<file path="src/rtl/tmcb_pkg.sv">
// Shared types, constants and lookup functions of the character cell buffer.
`default_nettype none

package tmcb_pkg;

    // Store geometry
    localparam int MAX_COLS   = 128;
    localparam int MAX_ROWS   = 64;
    localparam int CELL_COUNT = MAX_COLS * MAX_ROWS;
    localparam int ADDR_W     = $clog2(CELL_COUNT);
    localparam int CNT_W      = $clog2(CELL_COUNT + 1);
    localparam int COLS_W     = $clog2(MAX_COLS + 1);
    localparam int ROWS_W     = $clog2(MAX_ROWS + 1);
    localparam int ROW_IDX_W  = (MAX_ROWS > 1) ? $clog2(MAX_ROWS) : 1;
    localparam int PROD_W     = ROW_IDX_W + COLS_W + 1;
    localparam int TOT_W      = COLS_W + ROWS_W;

    // Field widths
    localparam int FUNC_W    = 3;
    localparam int POS_W     = 8;
    localparam int GLYPH_W   = 21;
    localparam int COLOUR_W  = 8;
    localparam int ATTR_W    = 8;
    localparam int KIND_W    = 2;
    localparam int COLUMNS_W = 8;
    localparam int ROWCNT_W  = 7;
    localparam int CELL_W    = GLYPH_W + 2 * COLOUR_W + ATTR_W;

    // Configuration port
    localparam int CFG_IDX_W  = 4;
    localparam int CFG_DATA_W = 8;
    localparam logic [CFG_IDX_W-1:0] CFG_COLUMNS   = CFG_IDX_W'(0);
    localparam logic [CFG_IDX_W-1:0] CFG_ROW_COUNT = CFG_IDX_W'(1);
    localparam logic [COLUMNS_W-1:0] COLUMNS_RST   = COLUMNS_W'(80);
    localparam logic [ROWCNT_W-1:0]  ROW_COUNT_RST = ROWCNT_W'(25);

    // Attribute bits
    localparam int BIT_BOLD   = 0;
    localparam int BIT_ITALIC = 1;
    localparam int BIT_BLINK  = 2;

    // Cell contents written by a clear
    localparam logic [GLYPH_W-1:0]  GLYPH_SPACE = GLYPH_W'(32'h20);
    localparam logic [COLOUR_W-1:0] FG_CLEAR    = COLOUR_W'(7);

    // Codepoints with special rendering
    localparam logic [GLYPH_W-1:0] GL_H      = GLYPH_W'(32'h2500);
    localparam logic [GLYPH_W-1:0] GL_V      = GLYPH_W'(32'h2502);
    localparam logic [GLYPH_W-1:0] GL_DR     = GLYPH_W'(32'h250C);
    localparam logic [GLYPH_W-1:0] GL_DL     = GLYPH_W'(32'h2510);
    localparam logic [GLYPH_W-1:0] GL_UR     = GLYPH_W'(32'h2514);
    localparam logic [GLYPH_W-1:0] GL_UL     = GLYPH_W'(32'h2518);
    localparam logic [GLYPH_W-1:0] GL_VR     = GLYPH_W'(32'h251C);
    localparam logic [GLYPH_W-1:0] GL_VL     = GLYPH_W'(32'h2524);
    localparam logic [GLYPH_W-1:0] GL_DH     = GLYPH_W'(32'h252C);
    localparam logic [GLYPH_W-1:0] GL_UH     = GLYPH_W'(32'h2534);
    localparam logic [GLYPH_W-1:0] GL_VH     = GLYPH_W'(32'h253C);
    localparam logic [GLYPH_W-1:0] GL_BLOCK  = GLYPH_W'(32'h2588);
    // Box drawing range is one aligned block of 128 codepoints
    localparam int BOX_LOW_W = 7;

    typedef enum logic [FUNC_W-1:0] {
        FN_WRITE  = 3'd0,
        FN_READ   = 3'd1,
        FN_CLEAR  = 3'd2,
        FN_SWAP   = 3'd3,
        FN_RENDER = 3'd4
    } t_func;

    typedef enum logic [KIND_W-1:0] {
        TK_NONE  = 2'd0,
        TK_GLYPH = 2'd1,
        TK_BLOCK = 2'd2,
        TK_BOX   = 2'd3
    } t_text_kind;

    typedef enum logic [2:0] {
        ST_INIT,
        ST_IDLE,
        ST_LOOKUP,
        ST_CLEAR,
        ST_SWAP
    } t_state;

    typedef struct packed {
        logic [GLYPH_W-1:0]  glyph;
        logic [COLOUR_W-1:0] fg;
        logic [COLOUR_W-1:0] bg;
        logic [ATTR_W-1:0]   attr;
    } t_cell;

    typedef struct packed {
        logic [FUNC_W-1:0]   func;
        logic [POS_W-1:0]    col_pos;
        logic [POS_W-1:0]    row_pos;
        logic [GLYPH_W-1:0]  glyph_in;
        logic [COLOUR_W-1:0] fg_in;
        logic [COLOUR_W-1:0] bg_in;
        logic [ATTR_W-1:0]   attr_in;
        logic                blink_on;
    } t_req_data;

    typedef struct packed {
        logic [GLYPH_W-1:0]  glyph_out;
        logic [COLOUR_W-1:0] fg_out;
        logic [COLOUR_W-1:0] bg_out;
        logic [ATTR_W-1:0]   attr_out;
        logic                paint_bg;
        logic [KIND_W-1:0]   text_kind;
        logic                seg_left;
        logic                seg_right;
        logic                seg_up;
        logic                seg_down;
        logic                bold_on;
        logic                italic_on;
    } t_rsp_data;

    // Commands from the controller to the datapath
    typedef struct packed {
        logic accept;      // latch the item and its position check
        logic write_item;  // write the item into the back store when in range
        logic sweep_clr;   // restart the sweep counter
        logic init_step;   // zero one entry of both stores
        logic clear_step;  // fill one back entry with the clear cell
        logic copy_step;   // read one back entry for copying to the front
        logic load_zero;   // load an all-zero response
        logic load_cell;   // load the looked-up response
    } t_dp_cmd;

    // Status from the datapath to the controller
    typedef struct packed {
        logic init_last;   // sweep counter on the last store entry
        logic sweep_end;   // sweep counter has covered every cell in use
    } t_dp_stat;

    typedef struct packed {
        logic left;
        logic right;
        logic up;
        logic down;
    } t_segs;

    // Line pieces carried by each box drawing codepoint
    function automatic t_segs box_segs(input logic [GLYPH_W-1:0] g);
        t_segs s;
        s = '0;
        case (g)
            GL_H:    begin s.left = 1'b1; s.right = 1'b1; end
            GL_V:    begin s.up = 1'b1;   s.down = 1'b1;  end
            GL_DR:   begin s.right = 1'b1; s.down = 1'b1; end
            GL_DL:   begin s.left = 1'b1;  s.down = 1'b1; end
            GL_UR:   begin s.right = 1'b1; s.up = 1'b1;   end
            GL_UL:   begin s.left = 1'b1;  s.up = 1'b1;   end
            GL_VR:   begin s.right = 1'b1; s.up = 1'b1; s.down = 1'b1; end
            GL_VL:   begin s.left = 1'b1;  s.up = 1'b1; s.down = 1'b1; end
            GL_DH:   begin s.left = 1'b1; s.right = 1'b1; s.down = 1'b1; end
            GL_UH:   begin s.left = 1'b1; s.right = 1'b1; s.up = 1'b1;   end
            GL_VH:   s = '1;
            default: s = '0;
        endcase
        return s;
    endfunction

endpackage

`default_nettype wire

</file>
<file path="src/rtl/tmcb_ctrl.sv">
// Controller: sequences item handling, store sweeps and the response register.
`default_nettype none

module tmcb_ctrl import tmcb_pkg::*; (
    input  logic              i_clk,
    input  logic              i_rst_n,
    input  logic              i_req_valid,
    input  logic [FUNC_W-1:0] i_req_func,
    output logic              o_req_ready,
    output logic              o_rsp_valid,
    input  logic              i_rsp_ready,
    input  t_dp_stat          i_stat,
    output t_dp_cmd           o_cmd
);

    t_state r_state;
    t_state n_state;
    logic   r_rsp_valid;
    logic   n_rsp_valid;
    logic   w_ready;

    // State and response flag
    always_ff @(posedge i_clk) begin
        if (!i_rst_n) begin
            r_state     <= ST_INIT;
            r_rsp_valid <= 1'b0;
        end else begin
            r_state     <= n_state;
            r_rsp_valid <= n_rsp_valid;
        end
    end

    // Next state and datapath commands
    always_comb begin
        n_state     = r_state;
        o_cmd       = '0;
        w_ready     = 1'b0;
        n_rsp_valid = r_rsp_valid && !i_rsp_ready;
        case (r_state)
            ST_INIT: begin
                o_cmd.init_step = 1'b1;
                if (i_stat.init_last) begin
                    n_state = ST_IDLE;
                end
            end
            ST_IDLE: begin
                // take a new beat once the response register is free or draining
                w_ready = !r_rsp_valid || i_rsp_ready;
                if (w_ready && i_req_valid) begin
                    o_cmd.accept = 1'b1;
                    case (t_func'(i_req_func))
                        FN_WRITE: begin
                            o_cmd.write_item = 1'b1;
                            o_cmd.load_zero  = 1'b1;
                            n_rsp_valid      = 1'b1;
                        end
                        FN_READ, FN_RENDER: begin
                            n_state = ST_LOOKUP;
                        end
                        FN_CLEAR: begin
                            o_cmd.sweep_clr = 1'b1;
                            n_state         = ST_CLEAR;
                        end
                        FN_SWAP: begin
                            o_cmd.sweep_clr = 1'b1;
                            n_state         = ST_SWAP;
                        end
                        default: begin
                            o_cmd.load_zero = 1'b1;
                            n_rsp_valid     = 1'b1;
                        end
                    endcase
                end
            end
            ST_LOOKUP: begin
                o_cmd.load_cell = 1'b1;
                n_rsp_valid     = 1'b1;
                n_state         = ST_IDLE;
            end
            ST_CLEAR: begin
                if (i_stat.sweep_end) begin
                    o_cmd.load_zero = 1'b1;
                    n_rsp_valid     = 1'b1;
                    n_state         = ST_IDLE;
                end else begin
                    o_cmd.clear_step = 1'b1;
                end
            end
            ST_SWAP: begin
                // the last copied entry lands in the front store on the exit edge
                if (i_stat.sweep_end) begin
                    o_cmd.load_zero = 1'b1;
                    n_rsp_valid     = 1'b1;
                    n_state         = ST_IDLE;
                end else begin
                    o_cmd.copy_step = 1'b1;
                end
            end
            default: begin
                n_state = ST_IDLE;
            end
        endcase
    end

    assign o_req_ready = w_ready;
    assign o_rsp_valid = r_rsp_valid;

endmodule

`default_nettype wire

</file>
<file path="config.mk">
export PLATFORM = sky130hd
export DESIGN_NAME = tmcb_ctrl
export DESIGN_NICKNAME = d
export VERILOG_FILES = /design/src/rtl/tmcb_pkg.sv /design/src/rtl/tmcb_ctrl.sv
export SDC_FILE = /design/constraint.sdc
export NUM_CORES = 1
export LEC_CHECK = 0
export ABC_AREA = 1
export BUFFER_PORTS_ARGS = -buffer_cell sky130_fd_sc_hd__buf_2
export CAP_MARGIN = 30
export CELL_PAD_IN_SITES_DETAIL_PLACEMENT = 1
export CELL_PAD_IN_SITES_GLOBAL_PLACEMENT = 1
export CORE_MARGIN = 1
export CORE_UTILIZATION = 29
export CTS_CLUSTER_DIAMETER = 150
export CTS_CLUSTER_SIZE = 12
export DETAILED_ROUTE_END_ITERATION = 16
export GPL_TIMING_DRIVEN = 0
export PLACE_DENSITY = 0.88
export SYNTH_ARGS = -nofsm -noshare
export SYNTH_HDL_FRONTEND = slang
export SYNTH_SLANG_ARGS = --single-unit
export TNS_END_PERCENT = 1
</file>
<file path="constraint.sdc">
create_clock -name i_clk -period 2.6 [get_ports i_clk]
set_clock_uncertainty 0.05 [all_clocks]
set_input_delay 0.26 -clock i_clk [delete_from_list [all_inputs] [get_ports i_clk]]
set_output_delay 0.26 -clock i_clk [all_outputs]
set_load 0.01 [all_outputs]
</file>
# Yosys cells after proc, flatten, opt, wreduce, memory -nomap -nowiden
# Index checks and enable logic that the tools add are counted.
# word_totals
wordCells	49
out_inout_bits	10
reg_bits	4
inputBits	9
# op_classes
n_reduce_logical	12
mux	23
eq_ne	12
# op_table
op	n
$pmux 3 s3	2
$mux 3	5
$mux 1	14
$eq 3x2->1 const B	4
$eq 3x1->1 const B	2
$eq 3x3->1 const B	2
$logic_not 3->1	2
$reduce_or 2->1	3
$ne 2x2->1 const B	2
$ne 4x1->1 const B	1
$reduce_and 4->1	1
$reduce_or 4->1	1
$pmux 1 s3	1
$logic_and 1x1->1	2
$logic_not 1->1	2
$ne 2x1->1 const B	1
$pmux 1 s2	1
$logic_or 1x1->1	1

# Logic depth before layout (Yosys ltp)
# depth
word_depth	5
mapped_depth	9
mapped_depth_nobuf	9

# Least setup slack after synthesis
# OpenSTA, ideal clock, no wires.
# synth_timing
kind	register to output
start	register r_state[2]
end	output o_cmd[5] (netlist bit)
arrival_ps	1022
stages_incl_launch_ff	7
t_required_ps	2290
n_path_buf	1
slack_ps	1268
cell_sequence	dfxtp_1 > buf_6 > inv_4 > nand3_2 > inv_2 > nand2_1 > nor3_1
# synth_lines
element	line_no	source
from (decl)	tmcb_ctrl.sv:16	t_state r_state;
from (signal assigned)	tmcb_ctrl.sv:28	r_state <= n_state;
to (decl)	tmcb_ctrl.sv:13	output t_dp_cmd o_cmd

==> impl_metrics.tcl <==
set metrics [dict create \
    status "completed" \
    die_area_mm2 0.00159 \
    pin_count 19 \
    synth-seq-cells 4 \
    synth_area_um2 417 \
    cpPeakStageDelay_ns 0.30 \
    cts_sinks 4 \
    cts_tree "built" \
    multiInputGateArea_um2 255 \
    diodes 0 \
    layout_common_cells "nand2_1 (20), buf_2 (18), inv_1 (15)" \
    die_h_um 39.9 \
    final_common_cell "nand2_1" \
    path_delay_family "buffers and inverters" \
    hold_path.class "in2reg" \
    routed-via-count 538 \
    tns_ns 0 \
    rows 13 \
    core_mm2 0.00132 \
    ys_seq_area_share_pct 19.2 \
    clock_power_share_pct 11.7 \
    ff_latch_area_um2 80.1 \
    timing.fmax_mhz 590 \
    drv_slew 0 \
    drive_above_1_share_pct 33.0 \
    postRouteAntennaNets 0 \
    grt_max_degree 9 \
    drc 0 \
    grtUsageMet1_pct 18.2 \
    grt.overflow.total 0 \
    drt_pass1_iterations 4 \
    grt_pass1_vias 493 \
    grt_pass1_wl_mm 1.86 \
    min_period_ns 1.70 \
    grt_util_met2_pct 34.7 \
    switching_share_pct 51.4 \
    cp.arrival_ns 1.39 \
    cp_cell_sequence "buf_6, inv_4, nand3_2, inv_2, nand2_1, nor3_1, buf_2" \
    io_buffer_count 18 \
    crit_buf_inv 4 \
    relSlewSlack_pct 86.9 \
    antenna_found_initial 0 \
    power.switching_w 0.000325 \
    cp.required_ns 2.29 \
    h-tree-depth 1 \
    setup_violations 0 \
    p_int_w 0.000307 \
    synth_top_area_share_pct 19.2 \
    hold_ws_ns 0.222 \
    worstSetupEndpointType "output port" \
    die_w_um 39.9 \
    grt_usage_pct 17.7 \
    synth.area.top_cells "dfxtp_1 (19%), nand2_1 (18%), inv_1 (14%), nand3_1 (9.6%), nor2_1 (8.1%)" \
    synth_nets 85 \
    fill_cells 195 \
    worst_pin_slew_ns 0.195 \
    cts_buffers 3 \
    finalHoldViolations 0 \
    hpwl_mm 1.02 \
    power_leakage_nw 0.359 \
    cts_setup_buffers 0 \
    grt_use_met3_pct 5.11 \
    area_growth_syn_to_layout_pct 31.5 \
    rsz0062_at_grt "no" \
    cap_violations 0 \
    drt_iter0_drc 7 \
    wl_per_cell_um 10.4 \
    worstSetupPathType "reg2out" \
    r2r_slack_ns 1.31 \
    synthCells 76 \
    powerDensity_mw_per_mm2 1150 \
    pwr-share-comb_pct 69.1 \
    critPathMaxFanout 8 \
    clk_pin_slew_ns 0.03 \
    yosysTopAreaCell "dfxtp_1" \
    initial_utilization_pct 31.6 \
    grt_most_used_layer "met2" \
    root_buffer "clkbuf_4" \
    holdBufCountCts 0 \
    synth_cell_type_count 17 \
    routed_via_density 4.80 \
    ys.warnings.count 0 \
    ctsLongestPathBuffers 2 \
    post-route-period-util_pct 65.2 \
    startpoint_type "flip-flop" \
    ctsResizeCount 0 \
    clk_latency_ns 0.23 \
    cp_slowest_cell "dfxtp_1" \
    gp_congestion 0.714 \
    wl_mm 1.16 \
    final_nets 108 \
    sequentialPowerShare_pct 19.2 \
    peakVddDrop_mv 0.536 \
    syn_avg_cell_area_um2 5.48 \
]
## power groups by stage
stage | Sequential [W] | Clock (W) | Combinational, W
2_1_floorplan | 0.000119 | 0 | 0.000316
3_3_place_gp | 0.000118 | 0 | 0.000425
3_5_place_dp | 0.000122 | 0 | 0.000440
4_1_cts | 0.000122 | 0.0000784 | 0.000443
5_1_grt | 0.000126 | 0.0000818 | 0.000500
6_report | 0.000121 | 0.0000742 | 0.000437
## worst min-delay path, stage by stage
cell and delay [ns]:
buf_2 0.11, nand2_1 0.06, inv_1 0.04
## metrics by stage
stage | setup WS [ns] | cell area, µm² | util (%) | instances | power [W]
after floorplan | 1.27 | 417 | - | 76 | 0.000436
after global placement | 1.20 | 526 | 39.9 | 109 | 0.000543
after detailed placement | 1.14 | 526 | 39.9 | 109 | 0.000562
after CTS | 0.882 | 548 | 41.6 | 112 | 0.000643
after global routing | 0.792 | 548 | 41.6 | 112 | 0.000707
final | 0.904 | 548 | 41.6 | 112 | 0.000632
## synth_stat cells
| cell | n |
|---|---|
| nor3_1 | 2 |
| o21bai_1 | 1 |
| inv_1 | 15 |
| nor2_1 | 9 |
| nand4_1 | 2 |
| nand2_1 | 20 |
| nand2_2 | 2 |
| inv_2 | 2 |
| buf_6 | 1 |
| o22ai_1 | 1 |
| nand3_1 | 8 |
| a21oi_1 | 3 |
| dfxtp_1 | 4 |
| nor2_2 | 2 |
| inv_4 | 1 |
| nand3_2 | 2 |
| nor3_2 | 1 |
## state kept, by name, indices dropped and copies added, names as in the netlist
signal       flops
r_state          3
o_rsp_valid      1
## cell type report
class | count | share of cell area (%)
inverters | 18 | 12.8
repair buffers | 18 | 16.4
well taps | 15 | 3.42
clock buffers | 3 | 4.11
flip-flops and latches | 4 | 14.6
plain buffers | 1 | 2.05
multi-input cells | 53 | 46.6
## path summary, 6_finish.rpt
path               from           to  cells after the start
max          r_state[2]     o_cmd[6]                      7
min             i_rst_n  o_rsp_valid                      3
max reg2reg  r_state[0]   r_state[0]                      7
min reg2reg  r_state[2]   r_state[2]                      3
## kinds of logic after synthesis
kind of cell           share of synthesized area (%)
AOI/OAI and AO/OA                               6.91
buffers and inverters                           19.5
DFF                                             19.2
and+or+nand+nor                                 54.4
## per-layer routing
| layer | share of wire [%] | wire length [µm] | vias to the layer above |
|---|---|---|---|
| met5 | 0 | 0 | - |
| met4 | 0 | 0 | 0 |
| met3 | 2.2 | 26 | 0 |
| met2 | 53 | 613 | 7 |
| met1 | 45 | 521 | 251 |
| li1 | - | - | 280 |
(Power assumes the default switching activity.)
